<file path="config.mk">
export PLATFORM = sky130hd
export DESIGN_NAME = lidar_scan_frame_parser_unit
export DESIGN_NICKNAME = d
export VERILOG_FILES = /design/src/sv/lsfp_pkg.sv /design/src/sv/lsfp_step.sv /design/src/sv/lidar_scan_frame_parser_unit.sv
export SDC_FILE = /design/constraint.sdc
export NUM_CORES = 1
export LEC_CHECK = 0
export ABC_AREA = 1
export BUFFER_PORTS_ARGS = -buffer_cell sky130_fd_sc_hd__buf_4
export CORE_MARGIN = 1.5
export CORE_UTILIZATION = 41
export DETAILED_ROUTE_END_ITERATION = 8
export MAX_ROUTING_LAYER = met4
export PLACE_DENSITY = 0.65
export SYNTH_ARGS = -nofsm -noshare
export SYNTH_HDL_FRONTEND = slang
export SYNTH_HIERARCHICAL = 1
export SYNTH_SLANG_ARGS = --single-unit
</file>
<file path="constraint.sdc">
create_clock -name clk -period 2.9 [get_ports clk]
set_clock_uncertainty 0.1 [all_clocks]
set_input_delay 0.87 -clock clk [delete_from_list [all_inputs] [get_ports clk]]
set_output_delay 0.87 -clock clk [all_outputs]
set_load 0.005 [all_outputs]
</file>
<file path="src/sv/lsfp_pkg.sv">
// Shared types and constants for the scan frame parser.
// Used by lsfp_step and lidar_scan_frame_parser_unit; no dependencies.
package lsfp_pkg;

  localparam int LINE_CHARS = 64;
  localparam int LC_W       = $clog2(LINE_CHARS + 1);

  localparam int CNT_W  = 10;              // register and point index width
  localparam int CHAR_W = 12;              // data character counter width
  localparam int DIST_W = 18;

  // register indexes
  localparam logic [1:0] REG_POINT_COUNT  = 2'd0;
  localparam logic [1:0] REG_WINDOW_FIRST = 2'd1;
  localparam logic [1:0] REG_WINDOW_LAST  = 2'd2;

  localparam logic [CNT_W-1:0] POINT_COUNT_RST  = 10'd682;
  localparam logic [CNT_W-1:0] WINDOW_FIRST_RST = 10'd0;
  localparam logic [CNT_W-1:0] WINDOW_LAST_RST  = 10'd682;

  // result kinds
  localparam logic [1:0] KIND_POINT     = 2'd0;
  localparam logic [1:0] KIND_MISALIGN  = 2'd1;
  localparam logic [1:0] KIND_FRAME_OK  = 2'd2;
  localparam logic [1:0] KIND_FRAME_BAD = 2'd3;

  // byte codes
  localparam logic [7:0] CH_NL    = 8'h0A;
  localparam logic [7:0] CH_M     = 8'h4D;
  localparam logic [7:0] CH_D     = 8'h44;
  localparam logic [7:0] CH_9     = 8'h39;
  localparam logic [7:0] CH_B     = 8'h62;
  localparam logic [7:0] CHAR_BIAS = 8'h30;

  // parser phases
  localparam logic [3:0] PH_HDR0   = 4'd0;
  localparam logic [3:0] PH_HDR1   = 4'd1;
  localparam logic [3:0] PH_ECHO   = 4'd2;
  localparam logic [3:0] PH_ST0    = 4'd3;
  localparam logic [3:0] PH_ST1    = 4'd4;
  localparam logic [3:0] PH_ST2    = 4'd5;
  localparam logic [3:0] PH_STLINE = 4'd6;
  localparam logic [3:0] PH_TSLINE = 4'd7;
  localparam logic [3:0] PH_DATA   = 4'd8;
  localparam logic [3:0] PH_SUM    = 4'd9;
  localparam logic [3:0] PH_NL     = 4'd10;
  localparam logic [3:0] PH_ESUM   = 4'd11;
  localparam logic [3:0] PH_ENL1   = 4'd12;
  localparam logic [3:0] PH_ENL2   = 4'd13;
  localparam logic [3:0] PH_BLANK  = 4'd14;

  typedef struct packed {
    logic [3:0]        phase;
    logic              header_match;
    logic [CHAR_W-1:0] char_count;
    logic [LC_W-1:0]   line_count;
    logic [1:0]        digit_pos;
    logic [11:0]       partial_value;
    logic              seen_newline;
    logic [CNT_W-1:0]  point_ctr;      // char_count / 3, kept alongside
  } parse_state_t;

  typedef struct packed {
    logic              valid;
    logic [1:0]        kind;
    logic [DIST_W-1:0] distance_mm;
    logic [CNT_W-1:0]  point_index;
    logic              last_point;
  } parse_result_t;

  typedef struct packed {
    logic [CNT_W-1:0] point_count;
    logic [CNT_W-1:0] window_first;
    logic [CNT_W-1:0] window_last;
  } parse_cfg_t;

endpackage

</file>
<file path="src/sv/lsfp_step.sv">
// Per-byte next-state and result logic of the scan frame parser.
// Depends on lsfp_pkg.
module lsfp_step import lsfp_pkg::*; (
  input  parse_state_t  cur,
  input  logic [7:0]    rx_byte,
  input  parse_cfg_t    cfg,
  output parse_state_t  nxt,
  output parse_result_t res
);

  logic [CHAR_W-1:0] total;
  logic [CHAR_W-1:0] cc_inc;
  logic [LC_W-1:0]   lc_inc;
  logic [7:0]        diff;
  logic [5:0]        digit;
  logic              in_win;
  logic              is_last;
  logic              is_nl;

  assign total   = {2'b00, cfg.point_count} + {1'b0, cfg.point_count, 1'b0};
  assign cc_inc  = cur.char_count + 1'b1;
  assign lc_inc  = cur.line_count + 1'b1;
  assign diff    = rx_byte - CHAR_BIAS;
  assign digit   = diff[5:0];
  assign in_win  = (cur.point_ctr >= cfg.window_first) && (cur.point_ctr <= cfg.window_last);
  assign is_last = ({1'b0, cur.point_ctr} + 1'b1) == {1'b0, cfg.point_count};
  assign is_nl   = (rx_byte == CH_NL);

  always_comb begin
    nxt = cur;
    res = '0;
    unique case (cur.phase)
      PH_HDR0: begin
        nxt.header_match = (rx_byte == CH_M);
        nxt.phase        = PH_HDR1;
      end
      PH_HDR1: begin
        if (cur.header_match && rx_byte == CH_D) begin
          nxt.phase = PH_ECHO;
        end else begin
          nxt.seen_newline = 1'b0;
          nxt.phase        = PH_BLANK;
        end
      end
      PH_ECHO: begin
        if (is_nl) nxt.phase = PH_ST0;
      end
      PH_ST0: begin
        nxt.header_match = (rx_byte == CH_9);
        nxt.phase        = PH_ST1;
      end
      PH_ST1: begin
        if (rx_byte != CH_9) nxt.header_match = 1'b0;
        nxt.phase = PH_ST2;
      end
      PH_ST2: begin
        if (cur.header_match && rx_byte == CH_B) begin
          nxt.phase = PH_STLINE;
        end else begin
          nxt.seen_newline = 1'b0;
          nxt.phase        = PH_BLANK;
        end
      end
      PH_STLINE: begin
        if (is_nl) nxt.phase = PH_TSLINE;
      end
      PH_TSLINE: begin
        if (is_nl) begin
          nxt.char_count    = '0;
          nxt.line_count    = '0;
          nxt.digit_pos     = '0;
          nxt.partial_value = '0;
          nxt.point_ctr     = '0;
          nxt.header_match  = 1'b1;
          nxt.phase         = (total == '0) ? PH_ESUM : PH_DATA;
        end
      end
      PH_DATA: begin
        if (cur.digit_pos < 2'd2) begin
          nxt.partial_value = {cur.partial_value[5:0], digit};
          nxt.digit_pos     = cur.digit_pos + 2'd1;
        end else begin
          if (in_win) begin
            res.valid       = 1'b1;
            res.kind        = KIND_POINT;
            res.distance_mm = {cur.partial_value, digit};
            res.point_index = cur.point_ctr - cfg.window_first;
            res.last_point  = is_last;
          end
          nxt.digit_pos     = '0;
          nxt.partial_value = '0;
          nxt.point_ctr     = cur.point_ctr + 1'b1;
        end
        nxt.char_count = cc_inc;
        nxt.line_count = lc_inc;
        if (cc_inc >= total)
          nxt.phase = PH_ESUM;
        else if (lc_inc >= LC_W'(LINE_CHARS))
          nxt.phase = PH_SUM;
      end
      PH_SUM: nxt.phase = PH_NL;
      PH_NL: begin
        if (!is_nl) begin
          res.valid = 1'b1;
          res.kind  = KIND_MISALIGN;
        end
        nxt.line_count = '0;
        nxt.phase      = PH_DATA;
      end
      PH_ESUM: begin
        nxt.header_match = 1'b1;
        nxt.phase        = PH_ENL1;
      end
      PH_ENL1: begin
        if (!is_nl) nxt.header_match = 1'b0;
        nxt.phase = PH_ENL2;
      end
      PH_ENL2: begin
        res.valid        = 1'b1;
        res.kind         = (cur.header_match && is_nl) ? KIND_FRAME_OK : KIND_FRAME_BAD;
        nxt.header_match = 1'b0;
        nxt.phase        = PH_HDR0;
      end
      PH_BLANK: begin
        if (cur.seen_newline) begin
          nxt.seen_newline = 1'b0;
          if (is_nl) nxt.phase = PH_HDR0;
        end else if (is_nl) begin
          nxt.seen_newline = 1'b1;
        end
      end
      default: nxt.phase = PH_HDR0;
    endcase
  end

endmodule

</file>
<file path="src/sv/lidar_scan_frame_parser_unit.sv">
// Top level of the scan frame parser: config registers, input and result registers.
// Depends on lsfp_pkg and lsfp_step.
//
// Usage:
//   rx channel  : rx_valid / rx_stall / rx_byte, one serial byte per beat.
//   res channel : res_valid / res_stall / kind, distance_mm, point_index,
//                 last_point; at most one result beat per received byte.
//   cfg port    : cfg_we / cfg_index / cfg_data, write-only; index 0 point
//                 count, 1 first window index, 2 last window index. Others
//                 are ignored.
// Timing: a byte taken into the input register is decoded between the input register
//   and the result register; its result (if any) is registered there and shows at
//   res_*. One byte per cycle sustained while res_stall does not hold a result beat:
//   the parse state update is combinational logic in lsfp_step.
// Stall: while a result beat waits under res_stall the input register holds
//   its byte and rx_stall rises only once that register is full, so one
//   extra byte is absorbed before the sender sees back-pressure.
// Reset: rst (sync, active high) empties both registers, puts the parser
//   back to hunting the first header byte and loads the register defaults
//   (682 points, window 0..682).
module lidar_scan_frame_parser_unit import lsfp_pkg::*; (
  input  logic             clk,
  input  logic             rst,
  input  logic             rx_valid,
  output logic             rx_stall,
  input  logic [7:0]       rx_byte,
  output logic             res_valid,
  input  logic             res_stall,
  output logic [1:0]       kind,
  output logic [DIST_W-1:0] distance_mm,
  output logic [CNT_W-1:0] point_index,
  output logic             last_point,
  input  logic             cfg_we,
  input  logic [1:0]       cfg_index,
  input  logic [CNT_W-1:0] cfg_data
);

  parse_cfg_t    cfg;
  parse_state_t  st;
  parse_state_t  st_next;
  parse_result_t step_res;

  logic       s1_valid;
  logic [7:0] s1_byte;
  logic       adv;            // input register moves into the result stage

  assign adv      = !res_valid || !res_stall;
  assign rx_stall = s1_valid && !adv;

  // config registers, live during the frame
  always_ff @(posedge clk) begin
    if (rst) begin
      cfg.point_count  <= POINT_COUNT_RST;
      cfg.window_first <= WINDOW_FIRST_RST;
      cfg.window_last  <= WINDOW_LAST_RST;
    end else if (cfg_we) begin
      unique case (cfg_index)
        REG_POINT_COUNT:  cfg.point_count  <= cfg_data;
        REG_WINDOW_FIRST: cfg.window_first <= cfg_data;
        REG_WINDOW_LAST:  cfg.window_last  <= cfg_data;
        default: ;
      endcase
    end
  end

  lsfp_step u_step (
    .cur     (st),
    .rx_byte (s1_byte),
    .cfg     (cfg),
    .nxt     (st_next),
    .res     (step_res)
  );

  // input register
  always_ff @(posedge clk) begin
    if (rst) begin
      s1_valid <= 1'b0;
    end else if (!rx_stall) begin
      s1_valid <= rx_valid;
    end
  end

  always_ff @(posedge clk) begin
    if (!rx_stall) s1_byte <= rx_byte;
  end

  // parse state advances once per decoded byte
  always_ff @(posedge clk) begin
    if (rst) begin
      st <= '{phase: PH_HDR0, default: '0};
    end else if (s1_valid && adv) begin
      st <= st_next;
    end
  end

  // result register
  always_ff @(posedge clk) begin
    if (rst) begin
      res_valid <= 1'b0;
    end else if (adv) begin
      res_valid <= s1_valid && step_res.valid;
    end
  end

  always_ff @(posedge clk) begin
    if (adv) begin
      kind        <= step_res.kind;
      distance_mm <= step_res.distance_mm;
      point_index <= step_res.point_index;
      last_point  <= step_res.last_point;
    end
  end

  // checks
  a_nonpoint_zero: assert property (@(posedge clk) disable iff (rst)
    res_valid && kind != KIND_POINT |-> distance_mm == '0 && point_index == '0 && !last_point)
    else $error("non-point result carries point fields");

  a_digit_pos: assert property (@(posedge clk) disable iff (rst)
    st.digit_pos != 2'd3)
    else $error("digit position out of range");

  a_reset_empty: assert property (@(posedge clk)
    rst |=> !res_valid && !s1_valid)
    else $error("pipeline not empty after reset");

  a_point_in_data: assert property (@(posedge clk) disable iff (rst)
    s1_valid && adv && step_res.valid && step_res.kind == KIND_POINT |-> st.phase == PH_DATA)
    else $error("point result outside payload");

endmodule

</file>
==> reports/summary.txt <==
Worst-case setup margin in the final layout - 52.1 ps
Share of the cycle needed by the critical path after routing - 98.2%
Startpoint of the lowest-slack register-to-register path - cfg[22]
Number of antenna diodes - 0
Clk slew on worst S/H paths - 60 ps
Fraction of final layout cells with drive strength greater than 1 - 16.5%
Number of warning messages in the yosys log - 6
Number of distinct library cell variants in the gate-level netlist after synthesis - 44
Critical path launch point - cfg[22]
Number of setup violations in the final report - 0
Average footprint of a synthesized cell - 7.08 um^2
Final count of hold timing violations - 0
Routed length per placed instance - 13.5 um
Violation count after the first detailed-route iteration - 482
Number of cells on the worst hold path - 2
Most common cell after layout, fill and taps aside - nand2_1
Die Ht - 142 um
Post-layout power - 4.41 mW
First-pass iteration count of the detailed router - 5
Number of global-route vias before repair - 6684
Number of design rule violations left after detail routing - 0
Static power due to leakage - 4.34 nW
Max_cap viols - 0
Crit path capture type - flop
Overflow after GRT - 0
Cell at the root of the clock tree - clkbuf_16
Core Box Area - 18800 um^2
Number of core rows - 50
First-pass GRT wire length - 32400 um
Worst setup slack after placement - -76.4 ps
Status - finished clean
CP Data Arrival Time - 3030 ps
CTS tree - built
Die Outline Area - 20100 um^2
Reg2Reg Depth - 20
Vias/cell - 5.06
Starting density of the core - 42.0%
Area growth from synthesis to layout - 19.8%
Most frequent cells in the layout - 260 x nand2_1, 168 x inv_1, 117 x nand3_1, 108 x nor2_1, 81 x buf_4
Total number of nets in the final design - 1258
CTS buffer count - 17
DRT Wirelength - 19600 um
Worst min-delay path class - reg -> reg
Cell area after synthesis - 7910 um^2
Sequential area share after synthesis - 35.3%
All-Layer GR Usage - 20.6%
Biggest fanout along the worst timing path - 4
FF+latch count, synth - 120
Antenna violations before repair - 0
Slew Limit Headroom - 61.0%
Total power per unit cell area - 466 nW/um^2
WP data required - 3080 ps
Detailed-route via count - 7350
Maximum VDD drop - 0.358 mV
Transition time at the pin with the least slew margin - 585 ps
Beginning of the worst hold path - cfg[7]
PortBufs - 57
RePlAce Congestion - 0.914
ANT nets after route - 0
Net Count, Synth - 1194
Number of ports placed on the die boundary - 58
Startpoint-to-endpoint class of the critical path - reg -> reg
Pin count of the biggest net entering global routing - 52
Number of clock sinks - 120
Kind of start point of the critical path - flop
Horizontal die dimension - 142 um
Cells after synthesis - 1117
Worst skew pair latency - 420 ps
Fin crit period - 2850 ps
Deepest level of the CTS H-tree - 4
CTS Buffer Depth - 2
HPWL after detailed placement - 13800 um
Peak Freq - 351 MHz
Setup repair after global routing missed its margin - true
Max Transition Viols Final - 0
registers in the layout (all words and copies together) (netlist names):
| name | count |
|---|---|
| s1_byte | 8 |
| st | 49 |
| res_valid | 1 |
| point_index | 10 |
| distance_mm | 18 |
| cfg | 30 |
| kind | 2 |
| s1_valid | 1 |
| last_point | 1 |
critical path: stages, from the launching register on:
cell	delay [ps]
dfxtp_2	350
buf_4	160
ha_4	260
nand2_1	60
nor2_2	150
nand3_2	100
nand3_1	90
nand2_1	50
nand2_1	80
inv_1	50
ha_1	300
nand2_2	120
inv_2	40
nand2_1	50
nand2_1	60
a21oi_2	140
nand4_1	130
a21oi_2	170
nand4_1	90
nand3_1	110
a21oi_2	70
timing repair:
item / in CTS / in global routing
setup endpoints to repair: 1 / 2
setup buffers: 0 / 4
resized for setup: 4 / 53
hold buffers: 0 / 0
pin swaps: 0 / 19
through the flow:
stage          util [%]  instances  setup TNS, ps  area [um^2]  hold WS (ps)
6_report           50.3       1454              0         9470           355
3_5_place_dp       45.8       1418          -76.4         8620           344
2_1_floorplan         -       1117              0         7910           329
3_3_place_gp       45.8       1418              0         8620           341
4_1_cts            48.8       1450              0         9200           358
5_1_grt            50.3       1454           -193         9470           373
cell families after synthesis:
group / share of synthesized area [%]
simple gates: 31.7
buf+inv: 11.6
compound gates: 11.6
flops: 35.3
fa+ha+maj: 8.42
xor+xnor: 1.31
layer usage:
| metal | share of wire, % | vias up | global-route usage [%] |
|---|---|---|---|
| met5 | 0 | - | - |
| met4 | 0.99 | 0 | 4.94 |
| met3 | 5.1 | 14 | 4.52 |
| met2 | 46 | 204 | 31.3 |
| met1 | 48 | 3347 | 27.8 |
| li1 | - | 3785 | - |
worst paths after layout:
kind | slack, ps | end
worst max-delay path | 50 | st[45]
worst min-delay path | 360 | cfg[7]
worst max register to register | 50 | st[45]
worst min register to register | 360 | cfg[7]
cell type report:
cell class | count | area, um^2
clock inverters | 12 | 125
repair buffers | 84 | 659
clock buffers | 20 | 447
well taps | 260 | 325
inverters | 179 | 677
fillers | 1811 | 9360
flip-flops and latches | 120 | 2810
multi-input cells | 779 | 4430
where the power goes:
group / switching [mW] / internal [mW]
clock network: 0.775 / 1.28
registers: 0.0308 / 1.76
logic: 0.357 / 0.212
Yosys cell counts, drive strengths merged:
cell type | count | area share, %
edfxtp | 39 | 15
nor3 | 6 | 0.44
fa | 2 | 0.51
buf | 29 | 2.6
o21bai | 2 | 0.19
a21oi | 82 | 5.2
clkbuf | 10 | 0.47
a22o | 1 | 0.11
nand2 | 268 | 13
or2 | 1 | 0.079
xor2 | 8 | 0.98
a32o | 1 | 0.13
nor2 | 127 | 7.5
o31ai | 2 | 0.19
a31oi | 3 | 0.24
nand3b | 6 | 0.57
and3 | 1 | 0.079
o2111ai | 4 | 0.44
nor4 | 1 | 0.079
ha | 50 | 7.9
o211ai | 2 | 0.19
inv | 179 | 8.6
o21ai | 33 | 2.1
o22ai | 26 | 2.8
xnor2 | 3 | 0.33
nand4 | 25 | 2.0
nand3 | 124 | 8.1
dfxtp | 81 | 21
a21o | 1 | 0.095
No activity file was read; power rests on OpenSTA's default activity.
